===== config.mk =====
export PLATFORM = sky130hd
export DESIGN_NAME = csma_backoff_mac_controller_top_flat
export DESIGN_NICKNAME = d
export VERILOG_FILES = /design/src/hw/rtl/cbmac_pkg.sv /design/src/hw/rtl/cbmac_ifs.sv /design/src/hw/rtl/csma_backoff_mac_controller_top.sv /design/src/flat_wrapper.sv
export SDC_FILE = /design/constraint.sdc
export NUM_CORES = 1
export LEC_CHECK = 0
export ABC_CLOCK_PERIOD_IN_PS = 4800
export BUFFER_PORTS_ARGS = -buffer_cell sky130_fd_sc_hd__buf_2
export CAP_MARGIN = 20
export CORE_ASPECT_RATIO = 0.75
export CORE_UTILIZATION = 45
export DETAILED_ROUTE_END_ITERATION = 6
export MAX_ROUTING_LAYER = met4
export SLEW_MARGIN = 20
export SYNTH_ARGS = -nofsm -noshare
export SYNTH_HDL_FRONTEND = slang
export SYNTH_SLANG_ARGS = --single-unit
export TNS_END_PERCENT = 5

===== constraint.sdc =====
create_clock -name clk_i -period 4.8 [get_ports clk_i]
set_input_delay 0.24 -clock clk_i [delete_from_list [all_inputs] [get_ports clk_i]]
set_output_delay 0.24 -clock clk_i [all_outputs]
set_load 0.03 [all_outputs]

===== src/hw/rtl/cbmac_pkg.sv =====
// ----------------------------------------------------------------------------
// cbmac package
// types, codes and constants of the csma backoff mac controller
// ----------------------------------------------------------------------------
package cbmac_pkg;

  localparam int unsigned ActW      = 3;
  localparam int unsigned MedW      = 2;
  localparam int unsigned SlotsW    = 10;
  localparam int unsigned CwW       = 11;
  localparam int unsigned SlotLenW  = 16;
  localparam int unsigned StateOutW = 3;
  localparam int unsigned WinW      = 17;
  localparam int unsigned CfgIdxW   = 1;
  localparam int unsigned CfgDataW  = 16;

  localparam int unsigned MaxWindow = 1024;

  localparam logic [CwW-1:0]      CwReset      = 11'd16;
  localparam logic [SlotLenW-1:0] SlotLenReset = 16'd100;

  localparam logic [CfgIdxW-1:0] RegContentionWindow = 1'd0;
  localparam logic [CfgIdxW-1:0] RegSlotTicks        = 1'd1;

  localparam logic [MedW-1:0] MedIdle = 2'd0;
  localparam logic [MedW-1:0] MedRecv = 2'd2;

  typedef enum logic [ActW-1:0] {
    ActTick       = 3'd0,
    ActMedChange  = 3'd1,
    ActFrameReady = 3'd2,
    ActTxSwitched = 3'd3,
    ActTxEnd      = 3'd4,
    ActRxDeliver  = 3'd5
  } action_e;

  typedef enum logic [StateOutW-1:0] {
    CodeSwitching = 3'd0,
    CodeListening = 3'd1,
    CodeDefer     = 3'd2,
    CodeBackoff   = 3'd3,
    CodeTransmit  = 3'd4,
    CodeReceive   = 3'd5
  } mac_code_e;

  typedef enum logic [5:0] {
    StSwitching = 6'b000001,
    StListening = 6'b000010,
    StDefer     = 6'b000100,
    StBackoff   = 6'b001000,
    StTransmit  = 6'b010000,
    StReceive   = 6'b100000
  } state_e;

  typedef struct packed {
    logic set_tx_mode;
    logic set_rx_mode;
    logic send_frame;
    logic frame_done;
    logic deliver_rx;
  } pulses_t;

  function automatic logic [StateOutW-1:0] state_code(input state_e st);
    logic [StateOutW-1:0] code;
    case (st)
      StSwitching: code = CodeSwitching;
      StListening: code = CodeListening;
      StDefer:     code = CodeDefer;
      StBackoff:   code = CodeBackoff;
      StTransmit:  code = CodeTransmit;
      StReceive:   code = CodeReceive;
      default:     code = CodeListening;
    endcase
    return code;
  endfunction

endpackage


===== src/hw/rtl/cbmac_ifs.sv =====
// ----------------------------------------------------------------------------
// cbmac channel interfaces
// valid/ready channels for events in and results out
// ----------------------------------------------------------------------------
interface cbmac_evt_if import cbmac_pkg::*; ();
  logic                valid;
  logic                ready;
  logic [ActW-1:0]     action;
  logic [MedW-1:0]     medium_req;
  logic [SlotsW-1:0]   random_slots;

  modport source (output valid, action, medium_req, random_slots, input ready);
  modport sink   (input valid, action, medium_req, random_slots, output ready);
endinterface

interface cbmac_res_if import cbmac_pkg::*; ();
  logic                 valid;
  logic                 ready;
  logic [StateOutW-1:0] mac_state;
  logic                 set_tx_mode;
  logic                 set_rx_mode;
  logic                 send_frame;
  logic                 frame_done;
  logic                 deliver_rx;

  modport source (output valid, mac_state, set_tx_mode, set_rx_mode, send_frame,
                  frame_done, deliver_rx, input ready);
  modport sink   (input valid, mac_state, set_tx_mode, set_rx_mode, send_frame,
                  frame_done, deliver_rx, output ready);
endinterface


===== src/hw/rtl/csma_backoff_mac_controller_top.sv =====
// ----------------------------------------------------------------------------
// csma backoff mac controller
// carrier-sense mac state machine with slotted backoff, one result per event
// ----------------------------------------------------------------------------
//  channel   direction  transfer carries
//  evt_i     in         action, medium_req, random_slots
//  res_o     out        mac_state and five pulses
//  cfg       in         contention_window (0), slot_ticks (1)
//
//  one event per cycle sustained while results are taken; an event passes the input register, then the result register
//  the state update and slot counter compare sit between the two registers
//  reset returns to listening with no frame, no backoff count, default config
//  a stalled result holds; the input register still fills behind it
// ----------------------------------------------------------------------------
module csma_backoff_mac_controller_top import cbmac_pkg::*; (
  input  logic                clk_i,
  input  logic                rst_ni,
  cbmac_evt_if.sink           evt_i,
  cbmac_res_if.source         res_o,
  input  logic                cfg_we_i,
  input  logic [CfgIdxW-1:0]  cfg_idx_i,
  input  logic [CfgDataW-1:0] cfg_wdata_i
);

  logic                in_valid_q;
  logic [ActW-1:0]     action_q;
  logic [MedW-1:0]     med_q;
  logic [SlotsW-1:0]   rnd_q;
  logic                in_ready;
  logic                advance;

  logic [CwW-1:0]      cw_q;
  logic [SlotLenW-1:0] slot_len_q;

  state_e              state_q, state_d;
  logic                pend_q, pend_d;
  logic                bo_valid_q, bo_valid_d;
  logic [SlotsW-1:0]   slots_q, slots_d;
  logic [SlotLenW-1:0] cnt_q, cnt_d;

  logic                 out_valid_q;
  logic [StateOutW-1:0] out_state_q;
  pulses_t              out_pulses_q;
  pulses_t              pulses;

  logic                pend_c;
  logic                med_idle;
  logic                med_recv;
  logic                act_event;
  logic [SlotLenW-1:0] slot_len;
  logic [SlotLenW:0]   cnt_inc;
  logic [WinW-1:0]     cw_ext;
  logic [WinW-1:0]     win;
  logic [WinW-1:0]     win_m1;
  logic [SlotsW-1:0]   draw;

  assign advance     = in_valid_q && (!out_valid_q || res_o.ready);
  assign in_ready    = !in_valid_q || advance;
  assign evt_i.ready = in_ready;

  // input register
  always_ff @(posedge clk_i or negedge rst_ni) begin
    if (!rst_ni) begin
      in_valid_q <= 1'b0;
    end else if (in_ready) begin
      in_valid_q <= evt_i.valid;
    end
  end

  always_ff @(posedge clk_i) begin
    if (in_ready && evt_i.valid) begin
      action_q <= evt_i.action;
      med_q    <= evt_i.medium_req;
      rnd_q    <= evt_i.random_slots;
    end
  end

  // configuration
  always_ff @(posedge clk_i or negedge rst_ni) begin
    if (!rst_ni) begin
      cw_q       <= CwReset;
      slot_len_q <= SlotLenReset;
    end else if (cfg_we_i) begin
      case (cfg_idx_i)
        RegContentionWindow: cw_q       <= cfg_wdata_i[CwW-1:0];
        RegSlotTicks:        slot_len_q <= cfg_wdata_i[SlotLenW-1:0];
        default: ;
      endcase
    end
  end

  // backoff draw
  always_comb begin
    cw_ext = WinW'(cw_q);
    if (cw_q == '0) begin
      win = WinW'(1);
    end else if (cw_ext > WinW'(MaxWindow)) begin
      win = WinW'(MaxWindow);
    end else begin
      win = cw_ext;
    end
    win_m1 = win - WinW'(1);
    if (WinW'(rnd_q) > win_m1) begin
      draw = win_m1[SlotsW-1:0];
    end else begin
      draw = rnd_q;
    end
  end

  assign slot_len  = (slot_len_q == '0) ? SlotLenW'(1) : slot_len_q;
  assign cnt_inc   = {1'b0, cnt_q} + (SlotLenW+1)'(1);
  assign med_idle  = (med_q == MedIdle);
  assign med_recv  = (med_q == MedRecv);
  assign act_event = (action_q inside {[ActMedChange:ActRxDeliver]});
  assign pend_c    = pend_q || (action_q == ActFrameReady);

  // next state
  always_comb begin
    state_d    = state_q;
    pend_d     = pend_c;
    bo_valid_d = bo_valid_q;
    slots_d    = slots_q;
    cnt_d      = cnt_q;
    pulses     = '0;

    case (state_q)
      StSwitching: begin
        if (action_q == ActMedChange) begin
          state_d = StListening;
        end
      end
      StDefer: begin
        if (action_q == ActMedChange) begin
          if (med_idle) begin
            state_d = StBackoff;
          end else if (med_recv) begin
            state_d = StReceive;
          end
        end
      end
      StBackoff: begin
        if (action_q == ActTick) begin
          if (slots_q == '0) begin
            state_d = StTransmit;
          end else if (cnt_inc >= {1'b0, slot_len}) begin
            cnt_d   = '0;
            slots_d = slots_q - SlotsW'(1);
            if (slots_q == SlotsW'(1)) begin
              state_d = StTransmit;
            end
          end else begin
            cnt_d = cnt_inc[SlotLenW-1:0];
          end
        end else if (action_q == ActMedChange && !med_idle) begin
          cnt_d   = '0;
          state_d = med_recv ? StReceive : StDefer;
        end
      end
      StTransmit: begin
        if (action_q == ActTxSwitched) begin
          pulses.send_frame = pend_c;
        end else if (action_q == ActTxEnd) begin
          pulses.frame_done = 1'b1;
          pend_d     = 1'b0;
          bo_valid_d = 1'b0;
          slots_d    = '0;
          cnt_d      = '0;
          state_d    = StSwitching;
        end
      end
      StReceive: begin
        if (action_q == ActRxDeliver) begin
          pulses.deliver_rx = 1'b1;
          state_d = StListening;
        end
      end
      default: ;
    endcase

    if (state_d == StListening && act_event) begin
      if (pend_c) begin
        state_d = med_idle ? StBackoff : StDefer;
      end else if (med_recv) begin
        state_d = StReceive;
      end
    end

    if (state_d != state_q) begin
      case (state_d)
        StBackoff: begin
          if (!bo_valid_d) begin
            slots_d    = draw;
            bo_valid_d = 1'b1;
          end
          cnt_d = '0;
        end
        StTransmit: begin
          pulses.set_tx_mode = 1'b1;
          bo_valid_d = 1'b0;
        end
        StSwitching: begin
          pulses.set_rx_mode = 1'b1;
        end
        default: ;
      endcase
    end
  end

  always_ff @(posedge clk_i or negedge rst_ni) begin
    if (!rst_ni) begin
      state_q    <= StListening;
      pend_q     <= 1'b0;
      bo_valid_q <= 1'b0;
      slots_q    <= '0;
      cnt_q      <= '0;
    end else if (advance) begin
      state_q    <= state_d;
      pend_q     <= pend_d;
      bo_valid_q <= bo_valid_d;
      slots_q    <= slots_d;
      cnt_q      <= cnt_d;
    end
  end

  // result register
  always_ff @(posedge clk_i or negedge rst_ni) begin
    if (!rst_ni) begin
      out_valid_q <= 1'b0;
    end else if (advance) begin
      out_valid_q <= 1'b1;
    end else if (res_o.ready) begin
      out_valid_q <= 1'b0;
    end
  end

  always_ff @(posedge clk_i) begin
    if (advance) begin
      out_state_q  <= state_code(state_d);
      out_pulses_q <= pulses;
    end
  end

  assign res_o.valid       = out_valid_q;
  assign res_o.mac_state   = out_state_q;
  assign res_o.set_tx_mode = out_pulses_q.set_tx_mode;
  assign res_o.set_rx_mode = out_pulses_q.set_rx_mode;
  assign res_o.send_frame  = out_pulses_q.send_frame;
  assign res_o.frame_done  = out_pulses_q.frame_done;
  assign res_o.deliver_rx  = out_pulses_q.deliver_rx;

endmodule


===== src/flat_wrapper.sv =====
// flat-port wrapper written by rule: the top's interface ports become plain ports
module csma_backoff_mac_controller_top_flat import cbmac_pkg::*;
  (clk_i, rst_ni, cfg_we_i, cfg_idx_i, cfg_wdata_i, evt_i_valid, evt_i_action, evt_i_medium_req, evt_i_random_slots, evt_i_ready, res_o_valid, res_o_mac_state, res_o_set_tx_mode, res_o_set_rx_mode, res_o_send_frame, res_o_frame_done, res_o_deliver_rx, res_o_ready);
  cbmac_evt_if evt_i_i ();
  cbmac_res_if res_o_i ();
  input  logic clk_i;
  input  logic rst_ni;
  input  logic cfg_we_i;
  input  logic [CfgIdxW-1:0] cfg_idx_i;
  input  logic [CfgDataW-1:0] cfg_wdata_i;
  input wire logic [$bits(evt_i_i.valid)-1:0] evt_i_valid;
  input wire logic [$bits(evt_i_i.action)-1:0] evt_i_action;
  input wire logic [$bits(evt_i_i.medium_req)-1:0] evt_i_medium_req;
  input wire logic [$bits(evt_i_i.random_slots)-1:0] evt_i_random_slots;
  output wire logic [$bits(evt_i_i.ready)-1:0] evt_i_ready;
  output wire logic [$bits(res_o_i.valid)-1:0] res_o_valid;
  output wire logic [$bits(res_o_i.mac_state)-1:0] res_o_mac_state;
  output wire logic [$bits(res_o_i.set_tx_mode)-1:0] res_o_set_tx_mode;
  output wire logic [$bits(res_o_i.set_rx_mode)-1:0] res_o_set_rx_mode;
  output wire logic [$bits(res_o_i.send_frame)-1:0] res_o_send_frame;
  output wire logic [$bits(res_o_i.frame_done)-1:0] res_o_frame_done;
  output wire logic [$bits(res_o_i.deliver_rx)-1:0] res_o_deliver_rx;
  input wire logic [$bits(res_o_i.ready)-1:0] res_o_ready;
  assign evt_i_i.valid = evt_i_valid;
  assign evt_i_i.action = evt_i_action;
  assign evt_i_i.medium_req = evt_i_medium_req;
  assign evt_i_i.random_slots = evt_i_random_slots;
  assign evt_i_ready = evt_i_i.ready;
  assign res_o_valid = res_o_i.valid;
  assign res_o_mac_state = res_o_i.mac_state;
  assign res_o_set_tx_mode = res_o_i.set_tx_mode;
  assign res_o_set_rx_mode = res_o_i.set_rx_mode;
  assign res_o_send_frame = res_o_i.send_frame;
  assign res_o_frame_done = res_o_i.frame_done;
  assign res_o_deliver_rx = res_o_i.deliver_rx;
  assign res_o_i.ready = res_o_ready;
  csma_backoff_mac_controller_top u_core (.clk_i(clk_i), .rst_ni(rst_ni), .evt_i(evt_i_i), .res_o(res_o_i), .cfg_we_i(cfg_we_i), .cfg_idx_i(cfg_idx_i), .cfg_wdata_i(cfg_wdata_i));
endmodule

# After elaboration in Yosys (flattened, before gate mapping)
# Index checks and enable logic that the tools add are counted.
[totals]
input_bits = 37
output_inout_bits = 10
ff_bits = 86
wordCells = 123
[classes]
reduce_logical = 21
n_eq_ne = 19
add_sub_neg = 3
muxes = 55
n_bitwise = 2
n_lt_le_gt_ge = 5
[ops]
columns = ["operator", "count"]
rows = [
  ["$mux W16", 9],
  ["$mux W6", 16],
  ["$mux W10", 9],
  ["$pmux W16 S2", 1],
  ["$pmux W6 S5", 1],
  ["$pmux W10 S2", 1],
  ["$add A16 B1 Y17 const B", 1],
  ["$ge A17 B16 Y1", 1],
  ["$gt A10 B17 Y1", 1],
  ["$mux W17", 1],
  ["$sub A17 B1 Y17 const B", 1],
  ["$logic_not A16 Y1", 1],
  ["$pmux W3 S5", 1],
  ["$mux W1", 13],
  ["$eq A6 B1 Y1 const B", 2],
  ["$eq A6 B3 Y1 const B", 2],
  ["$eq A6 B4 Y1 const B", 2],
  ["$eq A6 B5 Y1 const B", 2],
  ["$eq A6 B6 Y1 const B", 2],
  ["$gt A11 B11 Y1 const B", 1],
  ["$logic_not A11 Y1", 1],
  ["$mux W11", 1],
  ["$eq A10 B1 Y1 const B", 1],
  ["$logic_not A10 Y1", 1],
  ["20 further kinds", 33],
]

# Longest topological paths before layout
# Gate-level depths: netlist (run 1).
[logic_depth]
ltp_word = 13
mapped_depth = 20
mapped_depth_nobuf = 18

# Least setup slack after synthesis (run 1)
# OpenSTA, ideal clock, no wires.
[synth_path]
path_kind = "flip-flop to flip-flop"
startpoint = "register u_core.cnt_q[2]"
endpoint = "register u_core.cnt_q[4]"
period_less_slack_ns = 4.159
required_ns = 4.679
slack_ns = 0.641
setup_ns = 0.121
arrival_ns = 4.037
stages_incl_launch_ff = 20
n_path_buf = 2
path_cell_list = "dfrtp_1 > and3_1 > and3_1 > and3_1 > clkbuf_1 > nand2_1 > nor2_1 > xor2_1 > ha_1 > nand3_1 > nor4_1 > a221oi_1 > nand3_1 > o211ai_1 > a21oi_1 > nor4_4 > nor2b_1 > buf_4 > nor3_1 > o22a_1"
[synth_via]
elab_chain_cells = 12
elab_cells_between_ends = 19
classes_between = "1 x add/sub; 1 x order compare; 3 x eq/ne; 13 x mux; 1 x reduce/logical"
[synth_lines]
columns = ["item", "line", "source"]
rows = [
  ["start, declared", "csma_backoff_mac_controller_top.sv:39", "logic [SlotLenW-1:0] cnt_q, cnt_d;"],
  ["start signal, assigned", "csma_backoff_mac_controller_top.sv:221", "cnt_q <= cnt_d;"],
  ["$add A16 B1 Y17 (*)", "csma_backoff_mac_controller_top.sv:111", "assign cnt_inc = {1'b0, cnt_q} + (SlotLenW+1)'(1);"],
  ["$ge A17 B16 Y1", "csma_backoff_mac_controller_top.sv:145", "end else if (cnt_inc >= {1'b0, slot_len}) begin"],
  ["$mux W6", "csma_backoff_mac_controller_top.sv:145", ""],
  ["$mux W6", "csma_backoff_mac_controller_top.sv:143", "if (slots_q == '0) begin"],
  ["$mux W6", "csma_backoff_mac_controller_top.sv:142", "if (action_q == ActTick) begin"],
  ["$pmux W6 S5", "csma_backoff_mac_controller_top.sv:126", "case (state_q)"],
  ["$eq A6 B2 Y1 or $mux W6 (tied branches)", "csma_backoff_mac_controller_top.sv:180, csma_backoff_mac_controller_top.sv:183", ""],
  ["$logic_and A1 B1 Y1 or $mux W6 (tied branches)", "csma_backoff_mac_controller_top.sv:180, csma_backoff_mac_controller_top.sv:181", ""],
  ["$mux W6", "csma_backoff_mac_controller_top.sv:180", "if (state_d == StListening && act_event) begin"],
  ["$eq A6 B4 Y1", "csma_backoff_mac_controller_top.sv:189", "case (state_d)"],
  ["$mux W16", "csma_backoff_mac_controller_top.sv:189", ""],
  ["$mux W16 (*)", "csma_backoff_mac_controller_top.sv:188", "if (state_d != state_q) begin"],
]
# Every way passes the cells marked *; elsewhere a longest branch is shown, timed or not.
# A chain may end at the register's enable or synchronous reset.

# Final worst setup path (run 1)
[layout_path]
startpoint = "register u_core.cnt_q[2]"
endpoint = "register u_core.cnt_q[12]"
# The elaborated chain is that of the path after synthesis.

==> flow_summary.toml, run 1 <==
[placed_design]
placed_cells_incl_taps = 819
preCtsSetupSlack_ns = 0.1067
globalplace.congestion = 0.9231
place.detailed.hpwl_mm = 11.35
detailed_place.area_um2 = 6161
io_buffer_count = 46

[power]
p_leak_nw = 2.787
max-vdd-ir-drop_mv = 0.1985
pwr_density_cell_nw_per_um2 = 467.3

[final_layout]
antenna_cells_inserted = 0
final_area_um2 = 6470
num-fill-cells = 1168
nets = 732
layout.cells.non_filler = 836
post_route_cells_drive_above_1_share = 0.1910
multi_input_comb_area_um2 = 3271
area_growth_pct = 11.76
ff_latch_area_um2 = 2275

[floorplan]
die-area_um2 = 13330
std_cell_rows = 35
start_util = 0.4671
coreArea_um2 = 12390
ios = 47
die_height_um = 100.2
fp.dieW_um = 133.0

[worst_setup_path]
critPathLaunch = "u_core.cnt_q[2]$_DFFE_PN0P_"
critical_path_cell_sequence = "and3_1 > and3_1 > and3_2 > nand2_1 > nor2_2 > xor2_1 > ha_1 > nand3_1 > nor4_1 > a221oi_1 > nand3_1 > o211ai_1 > buf_4 > a22oi_2 > nor4_4 > buf_4 > nor2b_1 > buf_4 > or3_1 > a21oi_1"
cp_slowest_stage_delay_ns = 0.42
setup.worst_path.end = "u_core.cnt_q[12]$_DFFE_PN0P_"
worst_path_most_repeated_cell = "sky130_fd_sc_hd__buf_4"
worstReg2RegStart = "u_core.cnt_q[2]$_DFFE_PN0P_"
worstSetupStartpointType = "register"
timing.critical_path.required_ns = 5.05
rrSetupSlack_ns = 0.20
path_class = "register to register"
cp.arrival_ns = 4.85
timing.critical_path.fanout_max = 9
worst_path_max_delay_cell = "sky130_fd_sc_hd__dfrtp_1"
rr_endpoint = "u_core.cnt_q[12]$_DFFE_PN0P_"
r2r_cells = 20
crit_path_end_kind = "register"

[synthesis]
yosys_warnings = 0
most_frequent_cell_after_synthesis = "sky130_fd_sc_hd__dfrtp_1"
synth.net_count = 694
synth_top_cells_by_count = "sky130_fd_sc_hd__dfrtp_1, sky130_fd_sc_hd__nand2_1, sky130_fd_sc_hd__nor2_1"
yosys_register_bits = 86
post_synth.cell_area_avg_um2 = 9.233
post-synth-top-area-fraction = 0.2507
netlist-cell-type-count = 74
synth_edf_count = 23
post-synth-top-area-cell = "sky130_fd_sc_hd__dfrtp_1"
syn-instance-count = 627
synthArstFlopShare = 0.7326
dominantRegCellSynth = "sky130_fd_sc_hd__dfrtp_1"
syn_area_um2 = 5789
seq_area_frac_synth = 0.3927
netlist_top_cells_area = "sky130_fd_sc_hd__dfrtp_1, sky130_fd_sc_hd__edfxtp_1, sky130_fd_sc_hd__ha_1"

[timing]
setup_viol = 0
timing_hold_violations_final = 0
final_period_minus_worst_setup_slack_ns = 4.602
maxSlewViolCount = 0
worst_hold_slack_ns = 0.06952
fin_tns_setup_ns = 0
final.setup.worst_slack_ns = 0.1985
grt_setup_unrepaired = "false"
skew_ns = 0.007894
fmax_ghz = 0.2173
relative_max_transition_margin = 0.3613
min_period_over_period = 0.9587
max_slew.worst_pin.slew_ns = 0.9560

[global_routing]
grt_start_max_net_pins = 64
antenna_violations_before_repair = 0
global_route.overflow_total = 0
globalRouteTotalUtil = 0.2453
first_global_vias = 4662
grt_first_pass_wirelength_mm = 24.68

[clocking]
clk_root_buffer_cell = "sky130_fd_sc_hd__clkbuf_16"
htree_levels = 3
cts-root-to-sink-buffers = 2
cts_tree = "built"
clock_insertion_delay_worst_skew_ns = 0.34
numClockSinks = 86
clk_pin_slew_worst_paths_ns = 0.06
cts_inserted_buffers = 9

[route]
detail-route-antenna-nets = 0
drt_pre_antenna_iters = 5
vias = 5043
drc = 0
top_layer_used = "met4"
route.detailed.wl_per_inst_um = 18.18
detail_route.wirelength.met1_mm = 7.727
first_iter_violations = 353
total_wirelength_mm = 15.20
met3RoutedLength_um = 866
route.detailed.vias_per_inst = 6.032
met2_length_mm = 6.456

[worst_hold_path]
hp-class = "primary input to register"

[flow_run]
cap_viol_max_count = 0

[outcome]
run_status = "finished clean"
where the power goes:
| part | internal, mW | switching, mW | total, mW | leakage, nW |
|---|---|---|---|---|
| clock network | 0.397 | 0.285 | 0.682 | 0.139 |
| registers | 0.879 | 0.178 | 1.06 | 0.994 |
| logic | 0.520 | 0.763 | 1.28 | 1.65 |
| total | 1.80 | 1.23 | 3.02 | 2.79 |
worst min-delay path by stage:
stage | from | to | slack [ns] | cells past startpoint
floorplan | rst_ni | u_core.bo_valid_q$_DFFE_PN0P_ | -0.06 | 0
global placement | evt_i_random_slots[6] | u_core.rnd_q[6]$_DFFE_PP_ | 0.42 | 1
detailed placement | evt_i_random_slots[3] | u_core.rnd_q[3]$_DFFE_PP_ | 0.42 | 1
CTS | evt_i_random_slots[3] | u_core.rnd_q[3]$_DFFE_PP_ | 0.06 | 1
global route | evt_i_random_slots[3] | u_core.rnd_q[3]$_DFFE_PP_ | 0.06 | 1
finish | evt_i_action[2] | u_core.action_q[2]$_DFFE_PP_ | 0.07 | 1
layout by cell type (no fill, tap or decap), types with 6 or more instances in the layout:
cell,instances
sky130_fd_sc_hd__o31ai_1,12
sky130_fd_sc_hd__a21oi_1,46
sky130_fd_sc_hd__nand3b_1,7
sky130_fd_sc_hd__nor4_1,10
sky130_fd_sc_hd__o22ai_1,6
sky130_fd_sc_hd__buf_4,10
sky130_fd_sc_hd__ha_1,30
sky130_fd_sc_hd__a31oi_1,8
sky130_fd_sc_hd__xnor2_1,6
sky130_fd_sc_hd__clkbuf_16,10
sky130_fd_sc_hd__nor2b_1,9
sky130_fd_sc_hd__buf_2,46
sky130_fd_sc_hd__inv_1,34
sky130_fd_sc_hd__nand4_1,11
sky130_fd_sc_hd__edfxtp_1,23
sky130_fd_sc_hd__nand3_1,18
sky130_fd_sc_hd__dfrtp_1,57
sky130_fd_sc_hd__nor2_1,45
sky130_fd_sc_hd__nand2_1,53
sky130_fd_sc_hd__xor2_1,10
sky130_fd_sc_hd__nand2b_1,11
sky130_fd_sc_hd__a22o_1,8
sky130_fd_sc_hd__mux2_2,32
sky130_fd_sc_hd__nor3_1,22
sky130_fd_sc_hd__or3_1,11
sky130_fd_sc_hd__o21ai_0,30
final cells by class:
type / count / area share
inverters: 34 / 0.01973
clock buffers: 15 / 0.04313
multi-input cells: 478 / 0.5055
flip-flops and latches: 86 / 0.3516
repair buffers: 56 / 0.04719
well taps: 166 / 0.03210
clock inverters: 1 / 0.0007735
per-layer routing:
| layer | track usage | up-vias |
|---|---|---|
| met4 | 0.06189 | 0 |
| met3 | 0.04697 | 21 |
| met5 | - | - |
| met2 | 0.3447 | 180 |
| met1 | 0.3587 | 2437 |
| li1 | - | 2405 |
through the flow:
stage / power, mW / utilization
floorplan: 2.021 / -
global placement: 2.282 / 0.4971
detailed placement: 2.303 / 0.4971
CTS: 2.999 / 0.5200
global route: 3.222 / 0.5221
finish: 3.023 / 0.5221
kinds of logic (layout without fill, tap and decap cells):
logic type	Yosys count	in the layout	share of synthesized area
AND/OR/NAND/NOR	230	230	0.2103
AO/OA/AOI/OAI	164	164	0.1904
flip-flops	86	86	0.3927
buffers and inverters	63	106	0.04517
multiplexers	37	37	0.07089
adder cells (fa/ha/maj)	30	30	0.06484
XOR/XNOR	17	17	0.02572
flip-flops by register name (all words and copies together) (netlist names), 3 cells and up:
register	cells
u_core.action_q	3
u_core.cnt_q	16
u_core.cw_q	11
u_core.res_o.mac_state	3
u_core.rnd_q	10
u_core.slot_len_q	16
u_core.slots_q	10
u_core.state_q	6
worst max-delay path, delay by kind of cell (launching register included):
family | cells | cell delay (ns)
compound gates | 4 | 0.80
flops | 1 | 0.42
buf+inv | 3 | 0.54
fa+ha+maj | 1 | 0.33
simple gates | 11 | 2.32
xor+xnor | 1 | 0.10
what timing repair did:
item                       4_1_cts  5_1_grt
setup buffers                    0        1
resized for setup                0        6
setup endpoints to repair        0       26
hold buffers                     0        0
Power figures use the tool's default switching activity.
==> inputs of run 2 (changes only) <==
PLACE_DENSITY_LB_ADDON = 0.15   (was unset)
SKIP_CTS_REPAIR_TIMING = 1   (was unset)
==> run 2 against run 1 <==
Against the previous run: final area up 0.48%; routed wire length down 0.55%; final cell count unchanged; die area unchanged; combinational power about the same; highest routed layer unchanged; clock power up 2%.
==> flow_summary.toml, run 2 (same netlist as run 1, synthesis figures left out) <==
[power]
pwr_density_cell_nw_per_um2 = 464.2
p_leak_nw = 2.795
max-vdd-ir-drop_mv = 0.2645

[final_layout]
mostFrequentLayoutCells = "sky130_fd_sc_hd__dfrtp_1, sky130_fd_sc_hd__nand2_1, sky130_fd_sc_hd__a21oi_1, sky130_fd_sc_hd__buf_2, sky130_fd_sc_hd__nor2_1"
nets = 732
final_common_cell = "sky130_fd_sc_hd__dfrtp_1"
ff_latch_area_um2 = 2275
num-fill-cells = 1170
area_growth_pct = 12.30
multi_input_comb_area_um2 = 3294
final_core_util = 0.5246
antenna_cells_inserted = 0
final_area_um2 = 6501
post_route_cells_drive_above_1_share = 0.1985
biggestRegsByFlops = "u_core.cnt_q (16), u_core.slot_len_q (16), u_core.cw_q (11)"

[worst_setup_path]
timing.critical_path.fanout_max = 9
path_buf_inv = 0
rrSetupSlack_ns = 0.21
path_delay_family = "simple AND/OR/NAND/NOR gates"
timing.critical_path.required_ns = 5.03
crit_path_end_kind = "register"
critical_path_cell_sequence = "and3_1 > and3_1 > and3_2 > nand2_1 > nor2_2 > xor2_1 > ha_1 > nand3_1 > nor4_1 > a221oi_2 > nand3_1 > o21ba_2 > or4_4 > nor4_4 > o21a_4 > o21ai_1 > a22o_1"
worst_path_max_delay_cell = "sky130_fd_sc_hd__or4_4"
cp_slowest_stage_delay_ns = 0.52
worstSetupStartpointType = "register"
path_class = "register to register"
cp.arrival_ns = 4.81

[global_routing]
top_usage_layer = "met2"
grt_first_pass_wirelength_mm = 24.86
grt_util_met2 = 0.3568
globalRouteTotalUtil = 0.2479
grt_start_max_net_pins = 64
global_route.usage.met3 = 0.05253
global_route.overflow_total = 0
first_global_vias = 4820
antenna_violations_before_repair = 0
use_met1 = 0.3532

[floorplan]
std_cell_rows = 35
start_util = 0.4671
fp.dieW_um = 133.0
die-area_um2 = 13330
ios = 47
coreArea_um2 = 12390
die_height_um = 100.2

[worst_hold_path]
hp-class = "primary input to register"

[clocking]
clk_root_buffer_cell = "sky130_fd_sc_hd__clkbuf_16"
numClockSinks = 86
clock_insertion_delay_worst_skew_ns = 0.34
clk_pin_slew_worst_paths_ns = 0.06
cts_tree = "built"
htree_levels = 3
cts_inserted_buffers = 9
cts-root-to-sink-buffers = 2

[timing]
final_period_minus_worst_setup_slack_ns = 4.587
relative_max_transition_margin = 0.3570
min_period_over_period = 0.9556
skew_ns = 0.007140
maxSlewViolCount = 0
max_slew.worst_pin.slew_ns = 0.9625
fmax_ghz = 0.2180
timing_hold_violations_final = 0
setup_viol = 0
fin_tns_setup_ns = 0

[placed_design]
io_buffer_count = 46
place.detailed.hpwl_mm = 11.19
globalplace.congestion = 0.9372
detailed_place.area_um2 = 6168

[route]
total_wirelength_mm = 15.12
first_iter_violations = 498
detail-route-antenna-nets = 0
route.detailed.wl_per_inst_um = 18.08
drc = 0
drt_pre_antenna_iters = 5
vias = 5038
route.detailed.vias_per_inst = 6.026

[flow_run]
cap_viol_max_count = 0

[outcome]
run_status = "finished clean"
## run 2: routing by layer
layer / wire (um) / vias to the layer above
met2: 6360 / 198
met3: 1065 / 10
met1: 7548 / 2421
met5: 0 / -
met4: 142 / 0
li1: - / 2409
## run 2: through the flow
| stage | instances | power, mW | worst slack, ns | hold slack [ns] |
|---|---|---|---|---|
| finish | 836 | 3.018 | 0.2131 | 0.07191 |
| global route | 836 | 3.222 | -0.01176 | 0.05780 |
| CTS | 836 | 3.000 | 0.05684 | 0.05925 |
| detailed placement | 820 | 2.297 | 0.06526 | 0.4181 |
| global placement | 820 | 2.285 | 0.2914 | 0.4166 |
| floorplan | 627 | 2.021 | 0.6414 | -0.05559 |
## run 2: final cells by class
cell class / instances / area share
sequential: 86 / 0.3499
tap: 166 / 0.03195
inverter: 34 / 0.01963
clock inverter: 6 / 0.009623
clock buffer: 10 / 0.03522
timing repair buffer: 56 / 0.04696
multi-input combinational: 478 / 0.5067
## run 2: power breakdown
part           switching [mW]  leakage, nW  internal (mW)  total (mW)
registers               0.178        0.994          0.879        1.06
logic                   0.759         1.66          0.505        1.26
clock network           0.294        0.138          0.402       0.696
## run 2: path summary, 6_finish.rpt
kind	start	end	cells after the start
min in group asynchronous	rst_ni	u_core.state_q[5]$_DFFE_PN0P_	2
worst max-delay path	u_core.cnt_q[2]$_DFFE_PN0P_	u_core.slots_q[0]$_DFFE_PN0P_	17
worst min-delay path	evt_i_random_slots[0]	u_core.rnd_q[0]$_DFFE_PP_	1
worst max register to register	u_core.cnt_q[2]$_DFFE_PN0P_	u_core.slots_q[0]$_DFFE_PN0P_	17
worst min register to register	u_core.in_valid_q$_DFFE_PN0N_	u_core.res_o.valid$_DFFE_PN0P_	1
max in group asynchronous	rst_ni	u_core.cnt_q[0]$_DFFE_PN0P_	2
==> inputs of run 3 (changes only) <==
CELL_PAD_IN_SITES_DETAIL_PLACEMENT = 1   (was unset)
CELL_PAD_IN_SITES_GLOBAL_PLACEMENT = 2   (was unset)
CORE_UTILIZATION = 38   (was 45)
==> run 3 against run 2 <==
Against the previous run: clock power up 9.5%; sequential share of layout area fell by 0.31 points; count of clock-buffer cells in the layout unchanged; critical path type unchanged; largest cell class unchanged; highest routed layer unchanged.
==> flow_summary.toml, run 3 (same netlist as run 1, synthesis figures left out) <==
[outcome]
run_status = "finished clean"

[route]
route.detailed.wl_per_inst_um = 19.70
first_iter_violations = 276
route.detailed.vias_per_inst = 5.797
total_wirelength_mm = 17.16
vias = 5049
drc = 0
drt_pre_antenna_iters = 4
detail-route-antenna-nets = 0

[timing]
final_period_minus_worst_setup_slack_ns = 4.569
setup_viol = 0
skew_ns = 0.01149
min_period_over_period = 0.9519
fmax_ghz = 0.2189
relative_max_transition_margin = 0.3923
maxSlewViolCount = 0
fin_tns_setup_ns = 0
grt_setup_unrepaired = "false"
timing_hold_violations_final = 0
max_slew.worst_pin.slew_ns = 0.9096
worst_hold_slack_ns = 0.06184

[global_routing]
antenna_violations_before_repair = 0
first_global_vias = 5054
globalRouteTotalUtil = 0.2431
grt_first_pass_wirelength_mm = 27.88
global_route.overflow_total = 0
grt_start_max_net_pins = 64

[worst_setup_path]
timing.critical_path.required_ns = 5.04
crit_path_end_kind = "register"
path_class = "register to register"
timing.critical_path.fanout_max = 9
cp.arrival_ns = 4.81
worstSetupStartpointType = "register"

[clocking]
cts_inserted_buffers = 9
cts-root-to-sink-buffers = 2
htree_levels = 3
clock_insertion_delay_worst_skew_ns = 0.35
clk_root_buffer_cell = "sky130_fd_sc_hd__clkbuf_16"
numClockSinks = 86
clk_pin_slew_worst_paths_ns = 0.07
cts_tree = "built"

[floorplan]
coreArea_um2 = 14690
start_util = 0.3941
std_cell_rows = 38
die_height_um = 108.9
ios = 47
die-area_um2 = 15740
fp.dieW_um = 144.5

[final_layout]
post_route_cells_drive_above_1_share = 0.1952
antenna_cells_inserted = 0
final_core_util = 0.4462
num-fill-cells = 1705
ff_latch_area_um2 = 2273
multi_input_comb_area_um2 = 3268
nets = 733
mostFrequentLayoutCells = "sky130_fd_sc_hd__dfrtp_1, sky130_fd_sc_hd__nand2_1, sky130_fd_sc_hd__a21oi_1, sky130_fd_sc_hd__buf_2, sky130_fd_sc_hd__nor2_1"
area_growth_pct = 13.23
layout.cells.non_filler = 871
final_common_cell = "sky130_fd_sc_hd__dfrtp_1"
biggestRegsByFlops = "u_core.cnt_q (16), u_core.slot_len_q (16), u_core.cw_q (11)"

[power]
pwr_density_cell_nw_per_um2 = 479.8
p_leak_nw = 2.809
max-vdd-ir-drop_mv = 0.2547
power.total_mw = 3.145

[placed_design]
globalplace.congestion = 0.9067
io_buffer_count = 46
placed_cells_incl_taps = 854
place.detailed.hpwl_mm = 12.90

[flow_run]
cap_viol_max_count = 0

[worst_hold_path]
hp-class = "primary input to register"
## run 3: where the power goes
group          internal (mW)  leakage [nW]  switching, mW  total [mW]
registers              0.878         0.996          0.179        1.06
logic                  0.522          1.65          0.803        1.33
clock network          0.444         0.161          0.319       0.762
## run 3: final timing paths
| path | start | endpoint | slack (ns) | cells past startpoint |
|---|---|---|---|---|
| worst max-delay path | u_core.cnt_q[2]$_DFFE_PN0P_ | u_core.slots_q[0]$_DFFE_PN0P_ | 0.23 | 18 |
| max in group asynchronous | rst_ni | u_core.slots_q[7]$_DFFE_PN0P_ | 4.16 | 2 |
| worst min-delay path | evt_i_random_slots[4] | u_core.rnd_q[4]$_DFFE_PP_ | 0.06 | 1 |
| worst max register to register | u_core.cnt_q[2]$_DFFE_PN0P_ | u_core.slots_q[0]$_DFFE_PN0P_ | 0.23 | 18 |
| worst min register to register | u_core.in_valid_q$_DFFE_PN0N_ | u_core.res_o.valid$_DFFE_PN0P_ | 0.51 | 1 |
| min in group asynchronous | rst_ni | u_core.state_q[2]$_DFFE_PN0P_ | 0.07 | 2 |
## run 3: metrics by stage
step | instance area [um2] | setup slack, ns
floorplan | 5789 | 0.6414
global placement | 6211 | 0.2121
detailed placement | 6211 | 0.01513
CTS | 6534 | 0.001713
global route | 6555 | 0.001821
finish | 6555 | 0.2307
## run 3: metal layers
metal / share of wire / track usage / vias to the layer above
li1: - / - / 2417
met4: 0.0069 / 0.04361 / 0
met5: 0 / - / -
met2: 0.44 / 0.3516 / 85
met1: 0.51 / 0.3531 / 2537
met3: 0.046 / 0.04567 / 10
## run 3: critical path, cell delays in order (launching register included)
cell and delay, ns:
sky130_fd_sc_hd__dfrtp_1 0.45, sky130_fd_sc_hd__and3_1 0.25, sky130_fd_sc_hd__and3_1 0.26, sky130_fd_sc_hd__and3_1 0.27, sky130_fd_sc_hd__nand2_1 0.16, sky130_fd_sc_hd__nor2_2 0.21
sky130_fd_sc_hd__xor2_1 0.17, sky130_fd_sc_hd__ha_1 0.28, sky130_fd_sc_hd__nand3_1 0.13, sky130_fd_sc_hd__nor4_1 0.09, sky130_fd_sc_hd__a221oi_2 0.35, sky130_fd_sc_hd__nand3_1 0.12
sky130_fd_sc_hd__o21ba_2 0.26, sky130_fd_sc_hd__or4_4 0.53, sky130_fd_sc_hd__nor4_4 0.17, sky130_fd_sc_hd__buf_4 0.18, sky130_fd_sc_hd__o21a_4 0.19, sky130_fd_sc_hd__o21ai_1 0.11
sky130_fd_sc_hd__a22o_1 0.26
## run 3: cell type report
class / instances / share of cell area
flip-flops and latches: 86 / 0.3468
inverters: 34 / 0.01947
well taps: 200 / 0.03818
clock inverters: 6 / 0.01107
repair buffers: 57 / 0.04772
multi-input cells: 478 / 0.4986
clock buffers: 10 / 0.03818
